`config.mk`:
```
export PLATFORM = sky130hd
export DESIGN_NAME = gate_run_fuser_top_flat
export DESIGN_NICKNAME = d
export VERILOG_FILES = /design/src/sv/grf_pkg.sv /design/src/sv/grf_req_if.sv /design/src/sv/grf_rsp_if.sv /design/src/sv/gate_run_fuser_top.sv /design/src/flat_wrapper.sv
export SDC_FILE = /design/constraint.sdc
export NUM_CORES = 1
export LEC_CHECK = 0
export BUFFER_PORTS_ARGS = -buffer_cell sky130_fd_sc_hd__clkbuf_2
export CORE_UTILIZATION = 35
export DETAILED_ROUTE_END_ITERATION = 16
export PLACE_DENSITY = 0.52
export SLEW_MARGIN = 15
export SYNTH_ARGS = -nofsm -noshare
export SYNTH_HDL_FRONTEND = slang
export SYNTH_SLANG_ARGS = --single-unit
```
`constraint.sdc`:
```
create_clock -name clock -period 9.43 [get_ports clock]
set_input_delay 2.3575 -clock clock [delete_from_list [all_inputs] [get_ports clock]]
set_output_delay 2.3575 -clock clock [all_outputs]
set_load 0.05 [all_outputs]
```
`src/sv/grf_pkg.sv`:
```
// ----------------------------------------------------------------------------
// grf_pkg: shared types and constants of the gate run fuser
// widths, command and gate kind codes, result kind codes
// ----------------------------------------------------------------------------
package grf_pkg;

   localparam int AXIS_W        = 6;
   localparam int WORD_W        = 64;
   localparam int MASK_W        = 64;
   localparam int AXIS_COUNT_DF = 64;

   // command codes
   localparam logic CMD_ITEM  = 1'b0;
   localparam logic CMD_FLUSH = 1'b1;

   // input gate kinds, code three behaves as an other instruction
   typedef enum logic [1:0] {
      GK_OTHER = 2'd0,
      GK_CNOT  = 2'd1,
      GK_CZ    = 2'd2,
      GK_RSVD  = 2'd3
   } gate_kind_type;

   // result kinds
   typedef enum logic [2:0] {
      OK_PASS       = 3'd0,
      OK_CNOT       = 3'd1,
      OK_MULTI_CNOT = 3'd2,
      OK_CZ         = 3'd3,
      OK_MULTI_CZ   = 3'd4
   } out_kind_type;

endpackage

```
`src/sv/grf_req_if.sv`:
```
// ----------------------------------------------------------------------------
// grf_req_if: instruction channel
// valid/ready handshake carrying one instruction word
// ----------------------------------------------------------------------------
interface grf_req_if;

   logic                               valid;
   logic                               ready;
   logic                               cmd;
   grf_pkg::gate_kind_type             gate_kind;
   logic [grf_pkg::AXIS_W-1:0]         control_axis;
   logic [grf_pkg::AXIS_W-1:0]         target_axis;
   logic [grf_pkg::WORD_W-1:0]         payload;

   modport source (
      output valid, cmd, gate_kind, control_axis, target_axis, payload,
      input  ready
   );

   modport sink (
      input  valid, cmd, gate_kind, control_axis, target_axis, payload,
      output ready
   );

endinterface

```
`src/sv/grf_rsp_if.sv`:
```
// ----------------------------------------------------------------------------
// grf_rsp_if: result channel
// valid/ready handshake carrying one fused or forwarded gate word
// ----------------------------------------------------------------------------
interface grf_rsp_if;

   logic                               valid;
   logic                               ready;
   grf_pkg::out_kind_type              out_kind;
   logic [grf_pkg::AXIS_W-1:0]         out_control;
   logic [grf_pkg::AXIS_W-1:0]         out_target;
   logic [grf_pkg::MASK_W-1:0]         out_mask;
   logic [grf_pkg::WORD_W-1:0]         out_payload;
   logic                               last;

   modport source (
      output valid, out_kind, out_control, out_target, out_mask, out_payload, last,
      input  ready
   );

   modport sink (
      input  valid, out_kind, out_control, out_target, out_mask, out_payload, last,
      output ready
   );

endinterface

```
`src/sv/gate_run_fuser_top.sv`:
```
// ----------------------------------------------------------------------------
// gate_run_fuser_top: peephole fuser for CNOT and CZ runs
// merges runs of gates on a shared axis into single or multi gates
// ----------------------------------------------------------------------------
// usage
//   req_ch takes one instruction word per handshake: an instruction or an
//   end-of-stream flush command. rsp_ch returns the fused gates and the
//   forwarded instructions, in stream order, with last set on the final
//   word caused by one request word.
//   a CNOT or CZ that extends the open run updates the run state and
//   returns nothing. a word that ends a run returns the fused gate (none
//   when the run cancelled out), then the forwarded instruction if any.
// pipeline and throughput
//   a request word's results pass through the pending-word register, then
//   the result register. one request word per cycle while rsp_ch.ready
//   is high and each word causes at most one result; a word causing a
//   flush plus a passthrough holds req_ch.ready low until the single result
//   register has drained the fused gate from the pending-word register
// reset
//   synchronous, active high: run closed, mask cleared, both registers empty
// stall
//   while rsp_ch.ready is low the result register holds; the pending-word
//   register takes words until one queues a result, then req_ch.ready drops
// ----------------------------------------------------------------------------
module gate_run_fuser_top #(
   parameter int AXIS_COUNT = grf_pkg::AXIS_COUNT_DF
) (
   input logic        clock,
   input logic        reset,
   grf_req_if.sink    req_ch,
   grf_rsp_if.source  rsp_ch
);

   localparam int AW = grf_pkg::AXIS_W;

   // run state
   logic                  run_open_ff,  run_open_in;
   logic                  run_is_cz_ff, run_is_cz_in;
   logic [AW-1:0]         run_axis_ff,  run_axis_in;
   logic [AXIS_COUNT-1:0] run_mask_ff,  run_mask_in;

   // pending word: the closed run to emit and the word to forward
   logic                  ev_flush_ff,  ev_flush_in;
   logic                  ev_pass_ff,   ev_pass_in;
   logic                  ev_cz_ff,     ev_cz_in;
   logic [AW-1:0]         ev_axis_ff,   ev_axis_in;
   logic [AXIS_COUNT-1:0] ev_mask_ff,   ev_mask_in;
   logic [grf_pkg::WORD_W-1:0] ev_pay_ff, ev_pay_in;

   // result register
   logic                       rsp_valid_ff, rsp_valid_in;
   grf_pkg::out_kind_type      rsp_kind_ff,  rsp_kind_in;
   logic [AW-1:0]              rsp_ctl_ff,   rsp_ctl_in;
   logic [AW-1:0]              rsp_tgt_ff,   rsp_tgt_in;
   logic [grf_pkg::MASK_W-1:0] rsp_mask_ff,  rsp_mask_in;
   logic [grf_pkg::WORD_W-1:0] rsp_pay_ff,   rsp_pay_in;
   logic                       rsp_last_ff,  rsp_last_in;

   // input decode
   logic                  accept;
   logic                  out_free;
   logic                  is_gate;
   logic                  is_cz;
   logic [AW-1:0]         shared_axis;
   logic [AW-1:0]         other_axis;
   logic                  joins;
   logic [AXIS_COUNT-1:0] axis_bit;

   // flush encode
   logic                  ev_multi;
   logic [AW-1:0]         ev_low;

   assign out_free = !rsp_valid_ff || rsp_ch.ready;

   // room while the pending word empties this cycle or is empty
   assign req_ch.ready = !(ev_flush_ff || ev_pass_ff) ||
                         (out_free && !(ev_flush_ff && ev_pass_ff));
   assign accept = req_ch.valid && req_ch.ready;

   always_comb begin
      is_gate = (req_ch.cmd == grf_pkg::CMD_ITEM) &&
                ((req_ch.gate_kind == grf_pkg::GK_CNOT) ||
                 (req_ch.gate_kind == grf_pkg::GK_CZ));
      is_cz       = (req_ch.gate_kind == grf_pkg::GK_CZ);
      shared_axis = is_cz ? req_ch.control_axis : req_ch.target_axis;
      other_axis  = is_cz ? req_ch.target_axis  : req_ch.control_axis;
      joins       = run_open_ff && (run_is_cz_ff == is_cz) && (run_axis_ff == shared_axis);
      // axes beyond the mask width toggle nothing
      for (int i = 0; i < AXIS_COUNT; i++) begin
         axis_bit[i] = (other_axis == AW'(i));
      end
   end

   // lowest set bit of a one-hot mask: an or of the set bit indexes
   always_comb begin
      ev_multi = (ev_mask_ff & (ev_mask_ff - AXIS_COUNT'(1))) != '0;
      ev_low   = '0;
      for (int i = 0; i < AXIS_COUNT; i++) begin
         ev_low = ev_low | (ev_mask_ff[i] ? AW'(i) : AW'(0));
      end
   end

   always_comb begin
      run_open_in  = run_open_ff;
      run_is_cz_in = run_is_cz_ff;
      run_axis_in  = run_axis_ff;
      run_mask_in  = run_mask_ff;

      ev_flush_in = ev_flush_ff;
      ev_pass_in  = ev_pass_ff;
      ev_cz_in    = ev_cz_ff;
      ev_axis_in  = ev_axis_ff;
      ev_mask_in  = ev_mask_ff;
      ev_pay_in   = ev_pay_ff;

      rsp_valid_in = rsp_valid_ff;
      rsp_kind_in  = rsp_kind_ff;
      rsp_ctl_in   = rsp_ctl_ff;
      rsp_tgt_in   = rsp_tgt_ff;
      rsp_mask_in  = rsp_mask_ff;
      rsp_pay_in   = rsp_pay_ff;
      rsp_last_in  = rsp_last_ff;

      // drain the pending word into the result register, run first
      if (out_free) begin
         rsp_valid_in = 1'b0;
         priority if (ev_flush_ff) begin
            rsp_valid_in = 1'b1;
            rsp_mask_in  = '0;
            rsp_pay_in   = '0;
            rsp_last_in  = !ev_pass_ff;
            if (ev_cz_ff) begin
               rsp_ctl_in = ev_axis_ff;
               if (ev_multi) begin
                  rsp_kind_in = grf_pkg::OK_MULTI_CZ;
                  rsp_tgt_in  = '0;
                  rsp_mask_in = grf_pkg::MASK_W'(ev_mask_ff);
               end else begin
                  rsp_kind_in = grf_pkg::OK_CZ;
                  rsp_tgt_in  = ev_low;
               end
            end else begin
               rsp_tgt_in = ev_axis_ff;
               if (ev_multi) begin
                  rsp_kind_in = grf_pkg::OK_MULTI_CNOT;
                  rsp_ctl_in  = '0;
                  rsp_mask_in = grf_pkg::MASK_W'(ev_mask_ff);
               end else begin
                  rsp_kind_in = grf_pkg::OK_CNOT;
                  rsp_ctl_in  = ev_low;
               end
            end
            ev_flush_in = 1'b0;
         end else if (ev_pass_ff) begin
            rsp_valid_in = 1'b1;
            rsp_kind_in  = grf_pkg::OK_PASS;
            rsp_ctl_in   = '0;
            rsp_tgt_in   = '0;
            rsp_mask_in  = '0;
            rsp_pay_in   = ev_pay_ff;
            rsp_last_in  = 1'b1;
            ev_pass_in   = 1'b0;
         end else begin
            rsp_valid_in = 1'b0;
         end
      end

      // new word: close or extend the run, queue what it emits
      if (accept) begin
         // flush and other words always close the run, gates only on a break
         ev_flush_in = (!is_gate || !joins) && run_open_ff && (run_mask_ff != '0);
         ev_pass_in  = (req_ch.cmd == grf_pkg::CMD_ITEM) && !is_gate;
         ev_cz_in    = run_is_cz_ff;
         ev_axis_in  = run_axis_ff;
         ev_mask_in  = run_mask_ff;
         ev_pay_in   = req_ch.payload;
         if (is_gate) begin
            if (joins) begin
               run_mask_in = run_mask_ff ^ axis_bit;
            end else begin
               run_open_in  = 1'b1;
               run_is_cz_in = is_cz;
               run_axis_in  = shared_axis;
               run_mask_in  = axis_bit;
            end
         end else begin
            run_open_in = 1'b0;
            run_mask_in = '0;
         end
      end
   end

   always_ff @(posedge clock) begin
      if (reset) begin
         run_open_ff  <= 1'b0;
         run_is_cz_ff <= 1'b0;
         run_axis_ff  <= '0;
         run_mask_ff  <= '0;
         ev_flush_ff  <= 1'b0;
         ev_pass_ff   <= 1'b0;
         rsp_valid_ff <= 1'b0;
      end else begin
         run_open_ff  <= run_open_in;
         run_is_cz_ff <= run_is_cz_in;
         run_axis_ff  <= run_axis_in;
         run_mask_ff  <= run_mask_in;
         ev_flush_ff  <= ev_flush_in;
         ev_pass_ff   <= ev_pass_in;
         rsp_valid_ff <= rsp_valid_in;
      end
   end

   // payload registers
   always_ff @(posedge clock) begin
      ev_cz_ff    <= ev_cz_in;
      ev_axis_ff  <= ev_axis_in;
      ev_mask_ff  <= ev_mask_in;
      ev_pay_ff   <= ev_pay_in;
      rsp_kind_ff <= rsp_kind_in;
      rsp_ctl_ff  <= rsp_ctl_in;
      rsp_tgt_ff  <= rsp_tgt_in;
      rsp_mask_ff <= rsp_mask_in;
      rsp_pay_ff  <= rsp_pay_in;
      rsp_last_ff <= rsp_last_in;
   end

   assign rsp_ch.valid       = rsp_valid_ff;
   assign rsp_ch.out_kind    = rsp_kind_ff;
   assign rsp_ch.out_control = rsp_ctl_ff;
   assign rsp_ch.out_target  = rsp_tgt_ff;
   assign rsp_ch.out_mask    = rsp_mask_ff;
   assign rsp_ch.out_payload = rsp_pay_ff;
   assign rsp_ch.last        = rsp_last_ff;

   // a full pending word must block the request side
   a_full_blocks: assert property (@(posedge clock) disable iff (reset)
      (ev_flush_ff && ev_pass_ff) |-> !req_ch.ready)
      else $error("request taken while two results pending");

   // end of stream always closes the run
   a_flush_closes: assert property (@(posedge clock) disable iff (reset)
      (accept && req_ch.cmd == grf_pkg::CMD_FLUSH) |=> !run_open_ff)
      else $error("run still open after end of stream");

   // a closed run carries no mask
   a_closed_empty: assert property (@(posedge clock) disable iff (reset)
      !run_open_ff |-> (run_mask_ff == '0))
      else $error("closed run holds mask bits");

   // a result without last is a fused gate with a forwarded word behind it
   a_last_order: assert property (@(posedge clock) disable iff (reset)
      (rsp_valid_ff && !rsp_last_ff) |-> (ev_pass_ff && rsp_kind_ff != grf_pkg::OK_PASS))
      else $error("non-final result without a pending forwarded word");

endmodule
```
`src/flat_wrapper.sv`:
```
// flat-port wrapper written by rule: the top's interface ports become plain ports
module gate_run_fuser_top_flat 
#(
   parameter int AXIS_COUNT = grf_pkg::AXIS_COUNT_DF
)
  (clock, reset, req_ch_valid, req_ch_cmd, req_ch_gate_kind, req_ch_control_axis, req_ch_target_axis, req_ch_payload, req_ch_ready, rsp_ch_valid, rsp_ch_out_kind, rsp_ch_out_control, rsp_ch_out_target, rsp_ch_out_mask, rsp_ch_out_payload, rsp_ch_last, rsp_ch_ready);
  grf_req_if req_ch_i ();
  grf_rsp_if rsp_ch_i ();
  input logic clock;
  input logic reset;
  input wire logic [$bits(req_ch_i.valid)-1:0] req_ch_valid;
  input wire logic [$bits(req_ch_i.cmd)-1:0] req_ch_cmd;
  input wire logic [$bits(req_ch_i.gate_kind)-1:0] req_ch_gate_kind;
  input wire logic [$bits(req_ch_i.control_axis)-1:0] req_ch_control_axis;
  input wire logic [$bits(req_ch_i.target_axis)-1:0] req_ch_target_axis;
  input wire logic [$bits(req_ch_i.payload)-1:0] req_ch_payload;
  output wire logic [$bits(req_ch_i.ready)-1:0] req_ch_ready;
  output wire logic [$bits(rsp_ch_i.valid)-1:0] rsp_ch_valid;
  output wire logic [$bits(rsp_ch_i.out_kind)-1:0] rsp_ch_out_kind;
  output wire logic [$bits(rsp_ch_i.out_control)-1:0] rsp_ch_out_control;
  output wire logic [$bits(rsp_ch_i.out_target)-1:0] rsp_ch_out_target;
  output wire logic [$bits(rsp_ch_i.out_mask)-1:0] rsp_ch_out_mask;
  output wire logic [$bits(rsp_ch_i.out_payload)-1:0] rsp_ch_out_payload;
  output wire logic [$bits(rsp_ch_i.last)-1:0] rsp_ch_last;
  input wire logic [$bits(rsp_ch_i.ready)-1:0] rsp_ch_ready;
  assign req_ch_i.valid = req_ch_valid;
  assign req_ch_i.cmd = req_ch_cmd;
  assign req_ch_i.gate_kind = req_ch_gate_kind;
  assign req_ch_i.control_axis = req_ch_control_axis;
  assign req_ch_i.target_axis = req_ch_target_axis;
  assign req_ch_i.payload = req_ch_payload;
  assign req_ch_ready = req_ch_i.ready;
  assign rsp_ch_valid = rsp_ch_i.valid;
  assign rsp_ch_out_kind = rsp_ch_i.out_kind;
  assign rsp_ch_out_control = rsp_ch_i.out_control;
  assign rsp_ch_out_target = rsp_ch_i.out_target;
  assign rsp_ch_out_mask = rsp_ch_i.out_mask;
  assign rsp_ch_out_payload = rsp_ch_i.out_payload;
  assign rsp_ch_last = rsp_ch_i.last;
  assign rsp_ch_i.ready = rsp_ch_ready;
  gate_run_fuser_top #(.AXIS_COUNT(AXIS_COUNT)) u_core (.clock(clock), .reset(reset), .req_ch(req_ch_i), .rsp_ch(rsp_ch_i));
endmodule
```
# Yosys cells after proc, flatten, opt, wreduce, memory -nomap -nowiden
# Index checks and enable logic that the tools add are counted.
[word_totals]
input_bits = 83
register_bits = 354
word_cells = 275
output_inout_bits = 146
[op_classes]
addsub = 1
reduce_logical = 29
n_eq_ne = 69
bitwise_logic = 66
muxes = 93
[op_table]
columns = ["op", "n"]
rows = [
  ["$mux 64", 6],
  ["$or 6x6->6", 62],
  ["$mux 6", 40],
  ["$eq 6x6->1 const B", 32],
  ["$reduce_bool 64->1", 2],
  ["$eq 6x5->1 const B", 16],
  ["$mux 5", 16],
  ["$and 64x64->64", 1],
  ["$sub 64x1->64 const B", 1],
  ["$xor 64x64->64", 1],
  ["$eq 6x4->1 const B", 8],
  ["$mux 4", 8],
  ["$eq 6x3->1 const B", 4],
  ["$mux 3", 8],
  ["$eq 6x2->1 const B", 2],
  ["$mux 1", 12],
  ["$logic_and 1x1->1", 9],
  ["$eq 6x1->1 const B", 1],
  ["$eq 6x6->1", 1],
  ["$logic_not 1->1", 6],
  ["$logic_not 6->1", 1],
  ["$mux 2", 3],
  ["$reduce_and 2->1", 3],
  ["$logic_or 1x1->1", 5],
  ["other kinds (7)", 10],
]

# Depth between registers and ports, before layout
# Gate-level depths: netlist (run 1).
[logic_depth]
depth_word = 66
mapped_depth = 13
depth_no_buf = 10

# Worst setup path before layout (run 1)
# Ideal clock, no wire load.
[synth_timing]
path_kind = "input port to flip-flop"
start = "input port rsp_ch_ready"
end = "register u_core.rsp_last_ff (netlist: u_core.rsp_ch.last), enable pin"
cell_stages = 2
required_ns = 8.734
t_arrival_ns = 9.367
path_buffers = 0
setup_time_ns = 0.696
setup_slack_ns = -0.633
cell_sequence = "nor2b_1 a21oi_1"
[synth_via]
elab_chain_cells = 2
[synth_rtl]
columns = ["item", "line_no", "text"]
rows = [
  ["from (decl)", "flat_wrapper.sv:25", "input wire logic [$bits(rsp_ch_i.ready)-1:0] rsp_ch_ready;"],
  ["$logic_or 1x1->1", "gate_run_fuser_top.sv:73", "assign out_free = !rsp_valid_ff || rsp_ch.ready;"],
  ["$reduce_and 2->1 (no source line)", "n/a", ""],
  ["to (signal assigned)", "gate_run_fuser_top.sv:224", "rsp_last_ff <= rsp_last_in;"],
  ["to (decl)", "gate_run_fuser_top.sv:57", "logic rsp_last_ff, rsp_last_in;"],
]
# Every way passes these cells.
# A chain may end at the register's enable or synchronous reset.

# Final worst setup path (run 1)
[layout_timing]
start = "input port rsp_ch_ready"
end = "output port req_ch_ready"
[layout_via]
elab_chain_cells = 3
[layout_rtl]
columns = ["item", "line_no", "text"]
rows = [
  ["$logic_or 1x1->1", "gate_run_fuser_top.sv:73", ""],
  ["$logic_and 1x1->1", "gate_run_fuser_top.sv:77", "(out_free && !(ev_flush_ff && ev_pass_ff));"],
  ["$logic_or 1x1->1", "gate_run_fuser_top.sv:76", "assign req_ch.ready = !(ev_flush_ff || ev_pass_ff) ||"],
  ["to (decl)", "flat_wrapper.sv:17", "output wire logic [$bits(req_ch_i.ready)-1:0] req_ch_ready;"],
]
# Every way passes these cells.

==> results of run 1 <==
per-layer routing:
| layer | vias to the layer above | wire length, um | GRT usage |
|---|---|---|---|
| li1 | 5261 | - | - |
| met1 | 5373 | 18900 | 0.263 |
| met2 | 400 | 18700 | 0.287 |
| met3 | 69 | 2290 | 0.0291 |
| met4 | 0 | 1250 | 0.0692 |
| met5 | - | 0 | 0 |
logic make-up after synthesis:
kind of cell	Yosys count
buffers and inverters	74
AND/OR/NAND/NOR	661
XOR/XNOR	7
AO/OA/AOI/OAI	218
multiplexers	7
adder cells (fa/ha/maj)	2
flip-flops	354
metrics by stage:
step	hold WS [ns]	std cells	setup WS, ns	utilization
floorplan	0.438	1323	1.64	-
global placement	0.466	2041	3.42	0.397
detailed placement	0.467	2041	3.34	0.397
CTS	0.481	2108	3.79	0.425
global route	0.499	2108	3.77	0.426
finish	0.486	2108	3.80	0.426
worst max-delay path by stage:
stage,startpoint,to,depth (start not counted)
4_1_cts,rsp_ch_ready,req_ch_ready,4
3_5_place_dp,req_ch_gate_kind[0],u_core.run_open_ff,11
3_3_place_gp,req_ch_gate_kind[0],u_core.run_open_ff,11
6_report,rsp_ch_ready,req_ch_ready,4
5_1_grt,rsp_ch_ready,req_ch_ready,4
2_1_floorplan,rsp_ch_ready,u_core.run_mask_ff[27],8
final cells by class:
class | count | area [um^2] | share of cell area
well taps | 539 | 674 | 0.0377
inverters | 13 | 53.8 | 0.00301
clock inverters | 19 | 218 | 0.0122
clock buffers | 48 | 988 | 0.0552
flip-flops and latches | 354 | 9880 | 0.552
repair buffers | 240 | 1230 | 0.0688
multi-input cells | 895 | 4860 | 0.271
state kept, by name, indices dropped and copies added (netlist names), 64 cells and up:
signal	flops
u_core.rsp_ch.out_mask	64
u_core.ev_mask_ff	64
u_core.run_mask_ff	64
u_core.rsp_ch.out_payload	64
u_core.ev_pay_ff	64
report_power, final:
group | leakage, nW | switching [W] | total [W] | internal (W)
Clock | 0.584 | 0.000604 | 0.00146 | 0.000857
Sequential | 3.47 | 0.0000288 | 0.00174 | 0.00171
Combinational | 2.63 | 0.0000931 | 0.000142 | 0.0000493
worst max-delay path: stages:
cell and delay (ns):
clkbuf_2 0.08, nand2b_1 0.15, maj3_1 0.40, clkbuf_2 0.27
synth_stat cells (4+ instances only):
cell / instances / area (um^2)
a32oi_1: 18 / 158
inv_1: 12 / 45.0
o31ai_1: 16 / 120
mux2i_1: 7 / 70.1
and2_1: 66 / 413
or2_2: 5 / 31.3
a31oi_1: 4 / 25.0
or4_1: 13 / 97.6
and4_1: 5 / 43.8
edfxtp_1: 279 / 8380
o32ai_1: 5 / 43.8
nor2b_1: 70 / 438
a21boi_0: 9 / 67.6
clkbuf_1: 52 / 195
nor3_1: 18 / 90.1
a22oi_1: 4 / 30.0
and3_1: 4 / 25.0
xnor2_1: 4 / 35.0
a21oi_1: 102 / 510
o21ai_0: 22 / 110
buf_1: 6 / 22.5
nand3_1: 17 / 85.1
nor2_1: 110 / 413
nor4_1: 44 / 275
dfxtp_1: 75 / 1500
o41ai_1: 4 / 35.0
a211oi_1: 7 / 52.6
nand2_1: 264 / 991
nand4_1: 18 / 113
or3_1: 9 / 56.3
o22ai_1: 7 / 43.8
nand2b_1: 6 / 37.5
cells in the final DEF, fill, tap and decap left out, types with 8 or more instances in the layout:
cell type and instances:
nor3_1 18, a32oi_1 18, or3_1 9, edfxtp_1 279, inv_1 12, a21oi_1 101, clkbuf_16 38, nand4_1 18
o31ai_1 16, or4_1 13, nor4_1 44, nand3_1 17, o21ai_0 22, clkbuf_2 228, buf_4 12, dfxtp_1 74
nor2_1 110, nand2_1 264, clkbuf_1 10, and2_1 66, nor2b_1 67, clkinv_1 8, a21boi_0 9
==> results by group, run 1 <==
Critical path
  – R2R Path Start: u_core.ev_mask_ff[5]
  – Largest fanout on the critical path: 3
  – Worst-case reg-to-reg path depth: 8
  – Critical Path AT: 3.27 ns
  – R2r setup slk: ~5.4 ns
  – Crit start category: input pin
  – Critical Path RT: 7.07 ns
  – Worst r2r dst: u_core.rsp_ch.out_target[1]
  – Crit end category: primary output
  – Crit path kind: in2out

Clocking
  – Worst-skew pair later-pin latency: 0.54 ns
  – Hold-fix buffers, CTS: 0
  – CTS tree: built
  – CTS Sinks: 354
  – Inserted Clock Buffers: 37
  – Root buf cell: clkbuf_16
  – Clock buffer depth: 3
  – Post-CTS Setup Bufs: 0
  – Post-CTS resize count: 0
  – Htree depth: 2
  – CTS clk-pin slew, worst paths: 0.06 ns

Synthesis
  – Synthesized Nets: 1407
  – Synth Warn #: 0
  – Xor and xnor area share after synthesis: 0.00411
  – Yosys cell types: 60
  – Share of flip-flops with an asynchronous set or reset: 0
  – Cell Area, Synth: approximately 15000 um^2
  – Cells after Synth: 1323
  – Post-Syn Area per Cell: around 11 um^2
  – Main combinational cell family by area after synthesis: simple AND/OR/NAND/NOR gates
  – Top FF cell, synth: edfxtp_1
  – Multiplexer share of the synthesized area: 0.00469
  – EDFF count, synth: 279
  – Simple-gate share of the synthesized area: 0.216
  – Compound-gate portion of the synthesized area: 0.0927
  – Synth Area in Adders: 0.00151
  – Synthesized flop and latch total: 354
  – Seq/Total Area, Yosys: 0.662

STA
  – Post-Route Skew: around 0.014 ns
  – F_max: 0.178 GHz
  – Min Clock Period, post-route: 5.63 ns
  – RSZ-0062 raised after global routing: false
  – Slew Viols, Final: 0
  – Final Hold Viols: 0
  – Rel. slew slack: 0.237
  – Worst-Margin Slew: between 1 and 1.5 ns
  – Setup violations, final: 0
  – Final period utilization: 0.597
  – Setup TNS: 0 ns

Die
  – Core Rows: 75
  – Die W: 209 um
  – Core Box Area: 42000 um^2
  – Vert. Die Dim: 209 um
  – Starting Density: 0.355
  – Io pins: 229
  – DIE AREA: 43500 um^2

Power and ir drop
  – Leakage power: 6.68 nW
  – Cell area power density: 187 nW/um^2
  – Final Power: 0.00334 W
  – Peak supply drop: 0.116 mV

Cells and area
  – Ant diodes: 0
  – # fillers: 3998
  – Fraction of layout instances using a drive strength above 1: 0.201
  – Design area: 17900 um^2
  – Synth-to-layout area growth: 19.9%
  – Layout Nets: 1625

Run
  – Max Cap Viol: 0

Route
  – Routed WL per cell: 19.5 um
  – Final WL: 41100 um
  – DRT iter0 DRCs: 1021
  – Pre-Repair DR Iteration Count: 7
  – Vias per inst: 5.27
  – Final ANT Viol Nets: 0
  – Post-route DRC: 0
  – Vias: 11100

Placement
  – Final RePlAce weighted congestion: 0.899
  – Final HPWL DP: 28100 um
  – # port buffers: 228
  – Dpl cell area: 16700 um^2

Hold path
  – Hold path cells: 1
  – Worst Hold End: u_core.rsp_ch.last
  – Hold path startpoint: u_core.ev_pass_ff
  – Worst Hold Class: reg2reg

Outcome
  – Status: finished clean

Global routing
  – Largest net degree at the start of global routing: between 100 and 150
  – Total track usage: 0.186
  – Number of global-route vias before repair: 10200
  – Initial antenna violation count: 0
  – Total gr overflow: 0
  – First-pass GRT wire length: 62000 um
Note: power is estimated with default switching activity, not from simulation.
==> run 2, diff against run 1 <==
Clock period 9.43 ns to 4.8 ns, I/O delays scaled along.
==> run 2 against run 1 <==
- sequential share of layout area fell by 0.69 points
- highest routed layer unchanged
- critical path type is now reg2reg
- combinational power increased by 100%
- hold slack got worse by 0.0093 ns
- clock power increased by 100%
- sequential power increased by 97%
==> results by group, run 2 (synthesized netlist as in run 1, its figures left out) <==
Outcome
  – Status: finished clean (unchanged)

Clocking
  – CTS tree: built (unchanged)
  – Post-CTS Setup Bufs: 0 (unchanged)
  – Worst-skew pair later-pin latency: 0.55 ns (was 0.54 ns)
  – Root buf cell: clkbuf_16 (unchanged)
  – Clock buffer depth: 3 (unchanged)
  – Hold-fix buffers, CTS: 0 (unchanged)
  – CTS clk-pin slew, worst paths: 0.06 ns (about the same)
  – Inserted Clock Buffers: 38 (was 37)
  – Post-CTS resize count: 0 (unchanged)
  – CTS Sinks: 354 (unchanged)
  – Htree depth: 2 (unchanged)

Placement
  – Dpl cell area: 16900 um^2 (was 16700 um^2)
  – # port buffers: 228 (unchanged)
  – Final RePlAce weighted congestion: 0.918 (was 0.899)
  – Final HPWL DP: 28900 um (was 28100 um)

Global routing
  – Total gr overflow: 0 (unchanged)
  – Largest net degree at the start of global routing: 78 (was 134)
  – M1 GR Usage: 0.266 (was 0.263)
  – GR met3 Demand/Resource: 0.0337 (was 0.0291)
  – Total track usage: 0.189 (was 0.186)
  – Layer with the highest usage: met2 (unchanged)
  – Number of global-route vias before repair: 10500 (was 10200)
  – Initial antenna violation count: 0 (unchanged)
  – First-pass GRT wire length: 63600 um (was 62000 um)
  – M2 GR Usage: 0.292 (was 0.287)

Run
  – Max Cap Viol: 0 (unchanged)

STA
  – Hold WS: 0.476 ns (was 0.486 ns)
  – Setup TNS: 0 ns (unchanged)
  – Final Hold Viols: 0 (unchanged)
  – RSZ-0062 raised after global routing: false (unchanged)
  – Min Clock Period, post-route: 3.98 ns
  – Post-Route Skew: 0.0245 ns (was 0.0142 ns)
  – Setup violations, final: 0 (unchanged)
  – F_max: 0.251 GHz
  – Worst-Margin Slew: 0.931 ns (was 1.14 ns)
  – Rel. slew slack: 0.378 (was 0.237)
  – Final period utilization: 0.829
  – Slew Viols, Final: 0 (unchanged)

Hold path
  – Hold path startpoint: u_core.ev_pass_ff (unchanged)
  – Worst Hold Class: reg2reg (unchanged)

Route
  – Vias per inst: 5.26 (was 5.27)
  – Routed WL per cell: 19.5 um (about the same)
  – Vias: 11200 (was 11100)
  – Pre-Repair DR Iteration Count: 6 (was 7)
  – Final WL: 41500 um (was 41100 um)
  – Post-route DRC: 0 (unchanged)
  – DRT iter0 DRCs: 936 (was 1021)
  – Final ANT Viol Nets: 0 (unchanged)

Critical path
  – Largest fanout on the critical path: 14 (was 3)
  – R2r setup slk: 0.82 ns (was 5.40 ns)
  – Critical Path AT: 4.31 ns (was 3.27 ns)
  – R2R Path Start: u_core.ev_mask_ff[28] (was u_core.ev_mask_ff[5])
  – Crit path kind: reg2reg (was in2out)
  – Crit start category: flip-flop (was input pin)
  – Critical Path RT: 5.13 ns (was 7.07 ns)
  – Highest-delay cell along the critical path: or4_1 (was maj3_1)
  – CP cell instances: or4_1 > nor4_1 > nand4_1 > o31ai_1 > nand4_1 > nor3_2 > nand4_2 > o31ai_1 (was clkbuf_2 > nand2b_1 > maj3_1 > clkbuf_2)
  – CP Launch Point: u_core.ev_mask_ff[28] (was rsp_ch_ready)
  – Max incr delay on CP: 0.70 ns (was 0.40 ns)
  – Crit end category: flip-flop (was primary output)

Cells and area
  – Most common cell after layout, fill and taps aside: edfxtp_1 (unchanged)
  – Commonest cells after routing, fill and taps aside: edfxtp_1 (279), nand2_1 (264), clkbuf_2 (228) (unchanged)
  – Layout Nets: 1644 (was 1625)
  – Design area: 18100 um^2 (was 17900 um^2)
  – Fraction of layout instances using a drive strength above 1: 0.210 (was 0.201)
  – Final cell utilization of the core: 0.431 (was 0.426)
  – Synth-to-layout area growth: 21.4% (was 19.9%)
  – Ant diodes: 0 (unchanged)

Die
  – Die W: 209 um (unchanged)
  – Core Box Area: 42000 um^2 (unchanged)
  – Starting Density: 0.355 (unchanged)
  – Vert. Die Dim: 209 um (unchanged)
  – Io pins: 229 (unchanged)
  – DIE AREA: 43500 um^2 (unchanged)
  – Core Rows: 75 (unchanged)

Power and ir drop
  – Leakage power: 6.82 nW (was 6.68 nW)
  – Cell area power density: 369 nW/um^2 (was 187 nW/um^2)
  – Peak supply drop: 0.242 mV (was 0.116 mV)
  – Final Power: 0.00668 W (was 0.00334 W)
[run 2: cell count changes in the layout (fill, tap and decap cells not counted), moves of 3 or more]
| cell | before | now |
|---|---|---|
| clkinv_2 | 3 | 8 |
| buf_4 | 12 | 25 |
| buf_12 | 0 | 5 |
| nor2b_2 | 3 | 0 |
| nor2b_1 | 67 | 70 |
[run 2: final timing paths]
path | cells past startpoint | end
hold reg to reg | 1 | u_core.rsp_ch.last
hold / removal | 1 | u_core.rsp_ch.last
setup / recovery | 8 | u_core.rsp_ch.out_target[0]
setup reg to reg | 8 | u_core.rsp_ch.out_target[0]
[run 2: metrics by stage]
stage	instances	setup WS (ns)
6_report	2129	0.820
2_1_floorplan	1323	0.275
3_3_place_gp	2059	0.886
4_1_cts	2129	0.841
3_5_place_dp	2059	0.782
5_1_grt	2129	0.646
[run 2: worst max-delay path, delay by kind of cell, from the launching register on]
family	cells	cell delay (ns)
AND/OR/NAND/NOR	6	2.47
AO/OA/AOI/OAI	2	0.74
flip-flops	1	0.54
[run 2: final cells by class]
class,count,area (um^2)
Clock buffer,48,1010
Tap cell,539,674
Fill cell,3959,23900
Timing Repair Buffer,258,1430
Sequential cell,354,9880
Inverter,13,53.8
Multi-Input combinational cell,895,4830
Clock inverter,22,245
[run 2: power by group]
part	switching (W)	internal, W
sequential	0.0000577	0.00336
combinational	0.000186	0.000104
clock	0.00120	0.00177
[run 2: per-layer routing]
metal | vias to the layer above | part of all wire
met4 | 0 | 0.030
met1 | 5404 | 0.45
met2 | 401 | 0.46
met5 | - | 0
met3 | 92 | 0.059
li1 | 5301 | -
